## config.mk

```make
export PLATFORM = sky130hd
export DESIGN_NAME = sim_isqrt
export DESIGN_NICKNAME = d
export VERILOG_FILES = /design/src/hdl/sim_pkg.sv /design/src/hdl/sim_isqrt.sv
export SDC_FILE = /design/constraint.sdc
export NUM_CORES = 1
export LEC_CHECK = 0
export ABC_AREA = 1
export BUFFER_PORTS_ARGS = -buffer_cell sky130_fd_sc_hd__clkbuf_2
export CAP_MARGIN = 20
export CORE_MARGIN = 4
export CORE_UTILIZATION = 38
export DETAILED_ROUTE_END_ITERATION = 16
export PLACE_DENSITY = 0.64
export SETUP_SLACK_MARGIN = 0.1
export SLEW_MARGIN = 20
export SYNTH_ARGS = -nofsm -noshare
export SYNTH_HDL_FRONTEND = slang
export SYNTH_SLANG_ARGS = --single-unit
```

## constraint.sdc

```tcl
create_clock -name clock -period 7.5 [get_ports clock]
set_clock_uncertainty 0.2 [all_clocks]
set_input_delay 1.5 -clock clock [delete_from_list [all_inputs] [get_ports clock]]
set_output_delay 1.5 -clock clock [all_outputs]
set_load 0.02 [all_outputs]
```

## src/hdl/sim_pkg.sv

```systemverilog
`timescale 1ns / 1ps
`default_nettype none
// ----------------------------------------------------------------------------
// sim_pkg
// Shared types and constants of the skeleton identity matcher.
// ----------------------------------------------------------------------------
package sim_pkg;

   localparam int unsigned NUM_SLOTS     = 6;
   localparam int unsigned NUM_BONES     = 5;
   localparam int unsigned SLOT_BITS     = 3;
   localparam int unsigned BONE_BITS     = 3;
   localparam int unsigned LABEL_BITS    = 4;
   localparam int unsigned MAX_LABELS    = 16;
   localparam int unsigned DIST_OUT_BITS = 37;

   localparam logic OP_TRAIN    = 1'b0;
   localparam logic OP_IDENTIFY = 1'b1;

   typedef enum logic [2:0] {
      ST_IDLE,
      ST_READ,
      ST_ACC,
      ST_ROOT,
      ST_TRAIN,
      ST_SEARCH
   } state_type;

   // bone length stream handed from cell to cell
   typedef struct packed {
      logic                 vld;
      logic                 first;
      logic [BONE_BITS-1:0] idx;
   } strm_ctrl_type;

   // running best travelling down the chain
   typedef struct packed {
      logic                  found;
      logic [LABEL_BITS-1:0] label;
   } tok_ctrl_type;

   function automatic logic [SLOT_BITS-1:0] bone_a(input logic [BONE_BITS-1:0] idx);
      logic [SLOT_BITS-1:0] r;
      unique case (idx)
         3'd0:    r = 3'd0;
         3'd1:    r = 3'd1;
         default: r = 3'd2;
      endcase
      return r;
   endfunction

   function automatic logic [SLOT_BITS-1:0] bone_b(input logic [BONE_BITS-1:0] idx);
      logic [SLOT_BITS-1:0] r;
      unique case (idx)
         3'd0:    r = 3'd1;
         3'd1:    r = 3'd2;
         3'd2:    r = 3'd3;
         3'd3:    r = 3'd4;
         default: r = 3'd5;
      endcase
      return r;
   endfunction

endpackage
`default_nettype wire

```

## src/hdl/sim_isqrt.sv

```systemverilog
`timescale 1ns / 1ps
`default_nettype none
// ----------------------------------------------------------------------------
// sim_isqrt
// Floor integer square root, one result bit per cycle.
// ----------------------------------------------------------------------------
module sim_isqrt
   import sim_pkg::*;
#(
   parameter int unsigned ROOT_BITS = 17
) (
   input  wire logic                   clock,
   input  wire logic                   reset,
   input  wire logic                   start,
   input  wire logic [2*ROOT_BITS-1:0] radicand,
   output logic      [ROOT_BITS-1:0]   root,
   output logic                        done
);

   localparam int unsigned CNT_BITS = $clog2(ROOT_BITS + 1);

   logic [2*ROOT_BITS-1:0] n_ff, n_in;
   logic [ROOT_BITS+1:0]   rem_ff, rem_in;
   logic [ROOT_BITS-1:0]   root_ff, root_in;
   logic [CNT_BITS-1:0]    cnt_ff, cnt_in;
   logic                   busy_ff, busy_in;
   logic                   done_ff, done_in;
   logic [ROOT_BITS+3:0]   rem_sh;
   logic [ROOT_BITS+3:0]   trial;
   logic [ROOT_BITS+3:0]   diff;
   logic                   ge;

   always_comb begin
      rem_sh  = {rem_ff, n_ff[2*ROOT_BITS-1 -: 2]};
      trial   = {2'b00, root_ff, 2'b01};
      diff    = rem_sh - trial;
      ge      = rem_sh >= trial;
      n_in    = n_ff;
      rem_in  = rem_ff;
      root_in = root_ff;
      cnt_in  = cnt_ff;
      busy_in = busy_ff;
      done_in = 1'b0;
      if (start) begin
         n_in    = radicand;
         rem_in  = '0;
         root_in = '0;
         cnt_in  = '0;
         busy_in = 1'b1;
      end else if (busy_ff) begin
         n_in    = {n_ff[2*ROOT_BITS-3:0], 2'b00};
         rem_in  = ge ? diff[ROOT_BITS+1:0] : rem_sh[ROOT_BITS+1:0];
         root_in = {root_ff[ROOT_BITS-2:0], ge};
         cnt_in  = cnt_ff + CNT_BITS'(1);
         if (cnt_ff == CNT_BITS'(ROOT_BITS - 1)) begin
            busy_in = 1'b0;
            done_in = 1'b1;
         end
      end
   end

   always_ff @(posedge clock) begin
      if (reset) begin
         busy_ff <= 1'b0;
         done_ff <= 1'b0;
      end else begin
         busy_ff <= busy_in;
         done_ff <= done_in;
      end
      n_ff    <= n_in;
      rem_ff  <= rem_in;
      root_ff <= root_in;
      cnt_ff  <= cnt_in;
   end

   assign root = root_ff;
   assign done = done_ff;

endmodule
`default_nettype wire

```

# Word-level counts from Yosys, hierarchy flattened
# Index checks and enable logic that the tools add are counted.
# totals
register_bits	77
input_bits	37
elab_cells	20
# classes
add_sub_neg	2
order_cmp	1
n_eq_ne	1
n_mux	7
bitwise_logic	1
reduce_logical	2
# op_table
cell	count
$mux 34	2
$ge 21x19->1	1
$mux 19	1
$sub 19x19->19	1
$add 5x1->5 const B	1
$eq 5x5->1 const B	1
$mux 1	4
$reduce_or 3->1	1
$reduce_bool 2->1	1
$not 1->1	1

# Depth between registers and ports, before layout
# depth
depth_word	4
mapped_depth	15
ltp_nobuf	14

# Least setup slack after synthesis
# No wires, ideal clock.
# synth_timing
path_kind	input port to flip-flop
startpoint	input start
endpoint	register n_ff[0] (enable)
setup_time_ns	0.412
t_arrival_ns	2.832
required_time_ns	6.888
path_slack_ns	4.056
cell_stages	3
n_path_buf	1
cell_sequence	nor2_1 > clkinv_1 > clkbuf_1
# synth_between
elab_chain_len	1
# synth_lines
element	line	source
from (decl)	sim_isqrt.sv:14	input wire logic start,
$reduce_bool 2->1 (no source line)	-	
to (signal assigned)	sim_isqrt.sv:70	n_ff <= n_in;
to (decl)	sim_isqrt.sv:22	logic [2*ROOT_BITS-1:0] n_ff, n_in;
# No other way between the ends.
# A chain may end at the register's enable or synchronous reset.

# Final worst setup path
# layout_timing
startpoint	input start
endpoint	register n_ff[26] (data pin)
# layout_between
elab_chain_len	1
# layout_lines
element	line	source
$mux 34	sim_isqrt.sv:44	if (start) begin
named net n_in[26]	sim_isqrt.sv:22	
# The timed path passes the listed nets, and every way through them passes these cells.

==> run metrics <==
Post-CTS Resized=0; post-synth top area share=24.0%; final hold vios=0; min Tclk post-route=3.44 ns; die width=116 um; Clock Pin Slew Worst Setup and Hold Paths=0.06 ns; CP Capture Type=flop; Post-DRT Antenna Nets=0; Nets=726; Synth Instances=617; H-tree depth=3; DRC viols=0; Post-synth EDFFs=34; WL per Instance=12.7 um; Initial Utilization=38.7%; drt pass-1 iters=5; Top Ports=55; die height=116 um; WHS=0.257 ns; critical path arrival=3.32 ns; clk sinks=77; placed wire-length estimate=7890 um; CTS buffer count=9; VDD IR max=0.174 mV; Startpoint Class=input pin; largest net degree at the start of global routing=44; max-slew violations=0; Slew @ Worst Pin=0.878 ns; Fill cells=1174; Final Cycle Share=45.8%; ratio of routed vias to standard cells=4.77; dominant cell type by area after synthesis=nand2_1; YS warnings=0; I/O Buffers=54; gpl congestion=0.948; post-synthesis sequential area ratio=42.8%; Post-Syn Area=4400 um2; Static Leak=0.00266 uW; Placement Cell Area=4780 um2; Main synth FF type=dfxtp_1; Clock power frac=21.2%; GRT Residual Overflow=0; via count=3894; multi-input logic area=2120 um2; Comb pwr share=51.1%; mean post-synth cell area=7.13 um2; Sequential Area=1880 um2; final cell count without fillers=816; share of post-route cells with drive strength above 1=13.7%; most common library cells after synthesis=nand2_1 (281), inv_1 (76), dfxtp_1 (43); first-pass GRT wire length=17700 um; Core Area=11400 um2; hold buffer count at CTS=0; Worst Path Max Fanout=39; Final Power=1880 uW; PD cells=372 nW/um2; count of different cell masters after synthesis=31; sequential power share=27.6%; final instance area=5050 um2; root buf cell=clkbuf_16; switching share of power=44.5%; Worst slew margin=41.1%; Max Cap Viol=0; post-synthesis register bit count=77; CP required=7.39 ns; WS Path Type=input pin to flop; Area growth, synth to finish=14.8%; TritonCTS clock tree=built; initial antenna violation count=0; WL final=10400 um; Rows=39; Setup TNS=0 ns; vias in the first global route=3745; die area=13400 um2; status=completed; Switch Pwr=838 uW; HP Class=flop to flop; Pint=1040 uW; clk_lat worst skew=0.33 ns; Max Fclk=0.291 GHz; GRT Overall Usage=16.7%; dpl cells=800; # setup viols final=0; syn_nets=675; iteration-0 DRC count of the detailed router=198; RSZ-0062 raised after global routing=no; count leader, synth=nand2_1; Setup Buffers After CTS=0; Area contributors post-synth=nand2_1 (24%), edfxtp_1 (23%), dfxtp_1 (20%); clk buf depth=2; asr flop ratio synth=0%; ant diodes=0
## power by group through the flow
stage	logic [uW]	clock network (uW)	registers [uW]
detailed placement	958	0	528
global route	1110	428	524
global placement	954	0	528
floorplan	783	0	522
CTS	963	409	520
finish	962	399	520
## critical path, stage by stage
cell      delay [ns]
clkbuf_2        0.53
clkinv_1        0.92
nand2_1         0.29
nand2_1         0.07
## path summary, 6_finish.rpt
check                   from          to  slack [ns]  depth (start not counted)
setup / recovery       start    n_ff[26]        4.06                          4
hold / removal    rem_ff[18]  rem_ff[18]        0.26                          2
setup reg to reg     root[5]   rem_ff[9]        4.86                         14
hold reg to reg   rem_ff[18]  rem_ff[18]        0.26                          2
## flip-flops by register name, indices dropped and copies added (netlist names)
register / cells
done: 1
rem_ff: 19
busy_ff: 1
cnt_ff: 5
n_ff: 34
root: 17
## layout make-up
class | count | area share [%]
Inverter | 81 | 6.02
Clock inverter | 4 | 0.446
Clock buffer | 12 | 4.90
Multi-Input combinational cell | 442 | 42.1
Sequential cell | 77 | 37.2
Tap cell | 143 | 3.54
Timing Repair Buffer | 57 | 5.79
## per-layer routing
layer / track usage (%) / share of wire [%]
met5: 0 / 0
met4: 6.57 / 2.5
met3: 4.18 / 4.9
met2: 27.0 / 45
met1: 21.4 / 47
## through the flow
stage	util (%)	setup slack, ns
4_1_cts	44.4	4.03
6_report	44.4	4.06
3_5_place_dp	42.1	3.67
3_3_place_gp	42.1	3.73
5_1_grt	44.4	3.80
2_1_floorplan	-	4.06
## placed cells by master (no fill, tap or decap), drive strengths merged
cell type    n
nand2      292
nor2        23
a21oi       16
ha          21
edfxtp      34
nor4         1
inv         81
nand3       39
o22ai       16
clkinv       4
o21ai        7
nand3b       6
clkbuf      66
xor2         9
o21bai       1
nor3         6
buf          3
a31oi        1
dfxtp       43
nand4        3
a21o         1
## cell families after synthesis
logic type | after synthesis | share of synthesized area, %
adder cells (fa/ha/maj) | 21 | 5.97
buffers and inverters | 98 | 8.93
AND/OR/NAND/NOR | 370 | 34.9
flip-flops | 77 | 42.8
XOR/XNOR | 9 | 1.79
AO/OA/AOI/OAI | 42 | 5.63
No activity file was read; power rests on OpenSTA's default activity.
