<file path="src/hdl/sim_pkg.sv">
`timescale 1ns / 1ps
`default_nettype none
// ----------------------------------------------------------------------------
// sim_pkg
// Shared types and constants of the skeleton identity matcher.
// ----------------------------------------------------------------------------
package sim_pkg;

   localparam int unsigned NUM_SLOTS     = 6;
   localparam int unsigned NUM_BONES     = 5;
   localparam int unsigned SLOT_BITS     = 3;
   localparam int unsigned BONE_BITS     = 3;
   localparam int unsigned LABEL_BITS    = 4;
   localparam int unsigned MAX_LABELS    = 16;
   localparam int unsigned DIST_OUT_BITS = 37;

   localparam logic OP_TRAIN    = 1'b0;
   localparam logic OP_IDENTIFY = 1'b1;

   typedef enum logic [2:0] {
      ST_IDLE,
      ST_READ,
      ST_ACC,
      ST_ROOT,
      ST_TRAIN,
      ST_SEARCH
   } state_type;

   // bone length stream handed from cell to cell
   typedef struct packed {
      logic                 vld;
      logic                 first;
      logic [BONE_BITS-1:0] idx;
   } strm_ctrl_type;

   // running best travelling down the chain
   typedef struct packed {
      logic                  found;
      logic [LABEL_BITS-1:0] label;
   } tok_ctrl_type;

   function automatic logic [SLOT_BITS-1:0] bone_a(input logic [BONE_BITS-1:0] idx);
      logic [SLOT_BITS-1:0] r;
      unique case (idx)
         3'd0:    r = 3'd0;
         3'd1:    r = 3'd1;
         default: r = 3'd2;
      endcase
      return r;
   endfunction

   function automatic logic [SLOT_BITS-1:0] bone_b(input logic [BONE_BITS-1:0] idx);
      logic [SLOT_BITS-1:0] r;
      unique case (idx)
         3'd0:    r = 3'd1;
         3'd1:    r = 3'd2;
         3'd2:    r = 3'd3;
         3'd3:    r = 3'd4;
         default: r = 3'd5;
      endcase
      return r;
   endfunction

endpackage
`default_nettype wire

</file>
<file path="src/hdl/sim_cell.sv">
`timescale 1ns / 1ps
`default_nettype none
// ----------------------------------------------------------------------------
// sim_cell
// One pattern entry: holds five bone lengths, sums its squared distance
// from the passing bone stream, and updates the passing best.
// ----------------------------------------------------------------------------
module sim_cell
   import sim_pkg::*;
#(
   parameter int unsigned LEN_BITS  = 17,
   parameter int unsigned DIST_BITS = 37,
   parameter int unsigned LABEL     = 0
) (
   input  wire logic                          clock,
   input  wire logic                          reset,
   input  wire logic                          wr_en,
   input  wire logic [NUM_BONES*LEN_BITS-1:0] wr_bones,
   input  wire strm_ctrl_type                 strm_in,
   input  wire logic [LEN_BITS-1:0]           strm_val_in,
   output strm_ctrl_type                      strm_out,
   output logic      [LEN_BITS-1:0]           strm_val_out,
   input  wire tok_ctrl_type                  tok_in,
   input  wire logic [DIST_BITS-1:0]          tok_dist_in,
   output tok_ctrl_type                       tok_out,
   output logic      [DIST_BITS-1:0]          tok_dist_out
);

   localparam logic [LABEL_BITS-1:0] CELL_LABEL = LABEL_BITS'(LABEL);

   logic [LEN_BITS-1:0]   pat_ff [NUM_BONES];
   logic                  valid_ff;
   logic [DIST_BITS-1:0]  acc_ff, acc_in;
   strm_ctrl_type         strm_ff;
   logic [LEN_BITS-1:0]   strm_val_ff;
   tok_ctrl_type          tok_ff, tok_in_sel;
   logic [DIST_BITS-1:0]  tok_dist_ff, tok_dist_sel;
   logic [LEN_BITS-1:0]   pat_sel;
   logic [LEN_BITS-1:0]   delta;
   logic [2*LEN_BITS-1:0] sq;
   logic                  better;

   always_comb begin
      unique case (strm_in.idx)
         3'd0:    pat_sel = pat_ff[0];
         3'd1:    pat_sel = pat_ff[1];
         3'd2:    pat_sel = pat_ff[2];
         3'd3:    pat_sel = pat_ff[3];
         3'd4:    pat_sel = pat_ff[4];
         default: pat_sel = '0;
      endcase
      delta  = (pat_sel > strm_val_in) ? pat_sel - strm_val_in : strm_val_in - pat_sel;
      sq     = delta * delta;
      acc_in = acc_ff;
      if (strm_in.vld) begin
         acc_in = (strm_in.first ? '0 : acc_ff) + DIST_BITS'(sq);
      end
      // strict less keeps the lower label on a tie
      better       = valid_ff && (!tok_in.found || (acc_ff < tok_dist_in));
      tok_in_sel   = tok_in;
      tok_dist_sel = tok_dist_in;
      if (better) begin
         tok_in_sel.found = 1'b1;
         tok_in_sel.label = CELL_LABEL;
         tok_dist_sel     = acc_ff;
      end
   end

   always_ff @(posedge clock) begin
      if (reset) begin
         valid_ff    <= 1'b0;
         strm_ff.vld <= 1'b0;
      end else begin
         if (wr_en) begin
            valid_ff <= 1'b1;
         end
         strm_ff.vld <= strm_in.vld;
      end
      if (wr_en) begin
         for (int i = 0; i < NUM_BONES; i++) begin
            pat_ff[i] <= wr_bones[i*LEN_BITS +: LEN_BITS];
         end
      end
      strm_ff.first <= strm_in.first;
      strm_ff.idx   <= strm_in.idx;
      strm_val_ff   <= strm_val_in;
      acc_ff        <= acc_in;
      tok_ff        <= tok_in_sel;
      tok_dist_ff   <= tok_dist_sel;
   end

   assign strm_out     = strm_ff;
   assign strm_val_out = strm_val_ff;
   assign tok_out      = tok_ff;
   assign tok_dist_out = tok_dist_ff;

endmodule
`default_nettype wire

</file>
<file path="config.mk">
export PLATFORM = sky130hd
export DESIGN_NAME = sim_cell
export DESIGN_NICKNAME = d
export VERILOG_FILES = /design/src/hdl/sim_pkg.sv /design/src/hdl/sim_cell.sv
export SDC_FILE = /design/constraint.sdc
export NUM_CORES = 1
export LEC_CHECK = 0
export BUFFER_PORTS_ARGS = -buffer_cell sky130_fd_sc_hd__buf_2
export CELL_PAD_IN_SITES_DETAIL_PLACEMENT = 1
export CELL_PAD_IN_SITES_GLOBAL_PLACEMENT = 2
export CORE_UTILIZATION = 36
export CTS_BUF_LIST = sky130_fd_sc_hd__clkbuf_8
export DETAILED_ROUTE_END_ITERATION = 12
export GPL_TIMING_DRIVEN = 0
export PLACE_DENSITY = 0.78
export SETUP_SLACK_MARGIN = 0.1
export SYNTH_ARGS = -nofsm -noshare
export SYNTH_HDL_FRONTEND = slang
export SYNTH_SLANG_ARGS = --single-unit
</file>
<file path="constraint.sdc">
create_clock -name clock -period 10.5 [get_ports clock]
set_clock_uncertainty 0.15 [all_clocks]
set_input_delay 0.525 -clock clock [delete_from_list [all_inputs] [get_ports clock]]
set_output_delay 0.525 -clock clock [all_outputs]
set_load 0.02 [all_outputs]
</file>
Word-level counts from Yosys, hierarchy flattened:

Memory sizes are Yosys's and may differ from the RTL's.
Index checks and enable logic that the tools add are counted.

* register bits: 102
* memory bits (writable): 85
* memories kept: 1

Memory list
* pat_ff: depth 5, width 17, read ports 5, clocked after Yosys merged registers in 0, wr ports 5, RTL line sim_cell.sv:31 `logic [LEN_BITS-1:0] pat_ff [NUM_BONES];`

* add/sub/neg operators: 3
* $mul: 1
* magnitude comparators: 2
* equality and inequality tests: 4
* multiplexer cells: 6
* reductions and logical operators: 4

Operators with widths (number)
* one-hot mux 17 bit (5 select lines): 1
* two-way mux 37 bit: 2
* adder 37 x 34 -> 37 bit: 1
* < comparator 37 bit: 1
* multiplier 17 x 17 -> 34 bit: 1
* subtractor 17 bit: 2
* greater-than comparator 17 bit: 1
* two-way mux 17 bit: 1
* equality test 3 x 2 -> 1 bit (second input constant): 2
* equality test 3 x 1 -> 1 bit (second input constant): 1
* equality test 3 bit (second input constant): 1
* logical NOT 3 bit: 1
* two-way mux 1 bit: 2
* logical AND 1 bit: 1
* logical NOT 1 bit: 1
* logical OR 1 bit: 1

Depth between registers and ports, before layout:

* depth after elaboration: 6
* gate-level depth with buffers: 43
* mapped depth without buffers: 37

Worst setup path before layout:

No wires, ideal clock.

* kind: input to register
* start point: input strm_in[0] (netlist name)
* end point: register acc_ff[33] (data pin)
* setup time: 261 ps
* data arrival time: 9419 ps
* data required time: 10089 ps
* path slack: 670 ps
* cell stages on the path: 38
* buffers on the path: 4
* cell sequence: clkbuf_1 > buf_1 > mux2_2 > a22oi_1 > o22a_1 > inv_1 > ha_1 > buf_6 > a21o_1 > o21bai_1 > a221oi_2 > a21oi_1 > o2111a_2 > nor2_4 > mux2i_1 > xor2_2 > inv_2 > buf_2 > [... 2 more ...] > fa_1 > inv_1 > fa_1 > fa_1 > fa_1 > inv_1 > fa_1 > inv_1 > ha_1 > a21oi_1 > o21ai_0 > a21oi_1 > o21ai_0 > a211o_1 > a311oi_1 > or2_2 > nor3_1 > a311o_1

* longest elaborated chain between the ends: 6
* elaborated cells between the ends (all ways): 12

RTL lines
* from (decl): RTL line sim_cell.sv:19 `input wire strm_ctrl_type strm_in,`
* equality test 3 bit, or another cell as far along: RTL line sim_cell.sv:44 `unique case (strm_in.idx)`
* one-hot mux 17 bit (5 select lines) (*): RTL line sim_cell.sv:44
* subtractor 17 bit or greater-than comparator 17 bit (tied branches): RTL line sim_cell.sv:52 `delta = (pat_sel > strm_val_in) ? pat_sel - strm_val_in : strm_val_in - pat_sel;`
* two-way mux 17 bit (*): RTL line sim_cell.sv:52
* multiplier 17 x 17 -> 34 bit (*): RTL line sim_cell.sv:53 `sq = delta * delta;`
* adder 37 x 34 -> 37 bit (*): RTL line sim_cell.sv:56 `acc_in = (strm_in.first ? '0 : acc_ff) + DIST_BITS'(sq);`
* to (signal assigned): RTL line sim_cell.sv:87 `acc_ff <= acc_in;`
* to (decl): RTL line sim_cell.sv:33 `logic [DIST_BITS-1:0] acc_ff, acc_in;`

Every way passes the cells marked *; elsewhere a longest branch is shown, timed or not.
A chain may end at the register's enable or synchronous reset.

Worst setup path in the final report:

Same ends and word-level chain as after synthesis.

==> results by group <==
Outcome
  – Outcome: completed

Floorplan
  – Die area: 52000 um2
  – Die W: 228 um
  – I/O Pins: 216
  – Starting density of the core: 36.6%
  – Die height: 228 um
  – Core area: 50300 um2
  – Site row count: 82

Setup path
  – CP arrival: 10.17 ns
  – Worst setup path start: strm_in[0]
  – Reg2reg end: acc_ff[33]$_DFFE_PP_
  – R2R setup slack: 0.63 ns
  – CP endpoint: acc_ff[33]$_DFFE_PP_
  – Critical Path RT: 10.68 ns
  – CP Launch Type: input port
  – R2R cell count: 40
  – Reg-to-Reg Start: pat_ff[0][46]$_DFFE_PP_
  – Nature of the critical path endpoint: register
  – Critical path class: in2reg
  – Most Frequent Cell on Critical Path: inv_1
  – Crit-path slowest cell: or4_4
  – Worst-path maximum fanout: 10
  – Slowest stage delay, CP: 0.53 ns

STA
  – Slew Limit Fails: 0
  – RSZ-0062 raised after global routing: true
  – Tcrit/Tclk final: 95.1%
  – Minimum clock period: 9.99 ns
  – Slew HR: 26.2%
  – Final Hold Fails: 0
  – Worst Slack Setup Final: 0.512 ns
  – Slew @ Worst Pin: 1.10 ns
  – Number of setup violations in the final report: 0
  – Fmax achieved: 0.100 GHz

Place
  – Port buffer count: 215
  – Hpwl dp: 42100 um
  – Place WS: -2.04 ns
  – Routability cong.: 0.862

Detailed routing
  – Post-route ant nets: 0
  – WL per Instance: 19.0 um
  – DR vias: 14200
  – Final WL: 54800 um
  – Vias/cell: 4.90
  – 1st-pass router iterations: 5
  – Drt drc: 0
  – DRT iter0 DRCs: 610

Flow run
  – Max cap viols: 0

Global routing
  – Vias in the first global route: 16100
  – Total track usage: 21.8%
  – Initial antenna violation count: 4
  – Overflow after GRT: 0
  – First-pass GRT wire length: 87400 um
  – Largest net degree at the start of global routing: 71

Yosys
  – Synthesized area per cell: 10.2 um2
  – Synthesized cell area: 18400 um2
  – Mapped Nets: 2365
  – Gate Count Post-Synth: 1806
  – Post-synth ARST share: 0%
  – Synth unique cells: 77
  – Seq/Total Area, Yosys: 27.0%
  – Most used DFF post-synth: edfxtp_1
  – Synthesized flop and latch total: 187
  – Warnings from Yosys: 0
  – Post-synth EDFFs: 122

Min path
  – Hold WC Path Type: in2reg

Clock network
  – Clock sink total: 187
  – CTS Buf Count: 17
  – Max H-tree Level: 4
  – Worst-Skew Late Latency: 0.58 ns
  – CTS root buffer: clkbuf_8
  – CTS tree: yes
  – Clock Tree Buf Depth: 2
  – CTS clk-pin slew, worst paths: 0.11 ns

Cells and area
  – Final #Nets: 2762
  – Area delta synth->final: 23.3%
  – Fill cell count: 5718
  – Share of cells above drive strength 1: 19.3%
## through the flow
stage          hold slack, ns  util, %  instances  TNS (ns)  area [um2]
2_1_floorplan           0.288        -       1806         0       18400
6_report               0.0658     45.1       2892         0       22700
3_5_place_dp            0.344     40.5       2695    -27.96       20300
3_3_place_gp            0.314     40.4       2693    -28.70       20300
4_1_cts               0.00873     44.6       2880         0       22400
5_1_grt                0.0425     45.1       2891         0       22700
## how the worst min path moves through the flow
stage | from | endpoint | slack (ns) | cells after the start
after floorplan | valid_ff$_SDFFE_PP0P_ | tok_out[4]$_SDFF_PP1_ | 0.29 | 1
after global placement | valid_ff$_SDFFE_PP0P_ | tok_out[4]$_SDFF_PP1_ | 0.31 | 1
after detailed placement | valid_ff$_SDFFE_PP0P_ | tok_out[4]$_SDFF_PP1_ | 0.34 | 1
after CTS | tok_dist_in[20] | tok_dist_out[20]$_DFF_P_ | 0.009 | 2
after global routing | tok_dist_in[20] | tok_dist_out[20]$_DFF_P_ | 0.04 | 2
final | tok_dist_in[31] | tok_dist_out[31]$_DFF_P_ | 0.07 | 2
## flip-flops by register name (all words and copies together), names as in the netlist
name / count
tok_dist_out: 37
pat_ff: 85
strm_val_out: 17
tok_out: 5
valid_ff: 1
strm_out: 5
acc_ff: 37
## critical path, delay by kind of cell
kind / cells / cell delay, ns
mux: 1 / 0.34
simple gates: 9 / 1.85
fa+ha+maj: 8 / 3.62
compound gates: 9 / 1.73
buf+inv: 16 / 2.07
## cell type report
cell class / count / area [um2] / area share [%]
diodes: 4 / 10.0 / 0.0441
plain buffers: 61 / 379 / 1.67
clock buffers: 17 / 234 / 1.03
clock inverters: 15 / 188 / 0.828
inverters: 385 / 1450 / 6.39
multi-input cells: 1171 / 11900 / 52.5
flip-flops and latches: 187 / 4960 / 21.9
well taps: 672 / 841 / 3.71
repair buffers: 380 / 2700 / 11.9
## routing by layer
metal / vias up / wire length [um] / global-route usage (%)
li1: 6663 / - / -
met1: 7156 / 24200 / 27.1
met2: 270 / 27600 / 38.8
met3: 73 / 1740 / 3.14
met4: 0 / 1230 / 7.19
met5: - / 0 / 0
## synth_stat cells (27+ instances only)
library cell | instances | area [um2]
inv_1 | 375 | 1410
fa_1 | 224 | 4480
ha_1 | 183 | 2290
edfxtp_1 | 122 | 3660
nand2_1 | 111 | 417
nor2_1 | 108 | 405
a21oi_1 | 66 | 330
dfxtp_1 | 65 | 1300
mux2_2 | 55 | 619
nor2b_1 | 43 | 269
a21o_1 | 40 | 300
a22oi_1 | 36 | 270
o21ai_0 | 30 | 150
xnor2_1 | 29 | 254
clkbuf_1 | 27 | 101
## timing repair
action	in CTS	in global routing
hold buffers	146	0
buffers inserted	8	9
resized for setup	33	56
endpoints found under the setup margin	20	16
endpoints found under the hold margin	147	0
pin swaps	5	13
## kinds of logic (layout without fill, tap and decap cells)
group	Yosys count	in the layout	share of synthesized area [%]
xor+xnor	48	48	2.45
simple gates	376	376	9.84
compound gates	281	281	10.7
fa+ha+maj	407	407	36.8
other cells	0	4	0
buf+inv	448	858	9.62
flops	187	187	27.0
mux	59	59	3.58
## layout by cell type (no fill, tap or decap), types with 6 or more instances in the layout
| cell type | instances |
|---|---|
| clkbuf_2 | 6 |
| or3_1 | 6 |
| o21ai_0 | 26 |
| nor2b_1 | 43 |
| xnor2_1 | 27 |
| and2_1 | 16 |
| clkbuf_1 | 16 |
| xor2_1 | 14 |
| o21bai_1 | 14 |
| inv_1 | 374 |
| nand2b_1 | 22 |
| o211ai_1 | 8 |
| edfxtp_1 | 122 |
| clkbuf_8 | 17 |
| nor2_2 | 6 |
| inv_2 | 9 |
| buf_2 | 226 |
| dlygate4sd3_1 | 146 |
| nor3_1 | 9 |
| nor2_1 | 103 |
| clkbuf_4 | 9 |
| buf_6 | 8 |
| nand4_1 | 15 |
| nand3_1 | 18 |
| mux2_2 | 55 |
| nand2_1 | 110 |
| a21oi_1 | 60 |
| o21a_1 | 9 |
| ha_1 | 181 |
| o21ai_1 | 6 |
| fa_1 | 224 |
| dfxtp_1 | 65 |
| a211oi_1 | 11 |
| a22oi_1 | 36 |
| a21o_1 | 40 |
| buf_4 | 28 |
| o22a_1 | 16 |
Power is not shown: default switching activity piles up to over one toggle a cycle in this logic, so the estimate is an artifact.
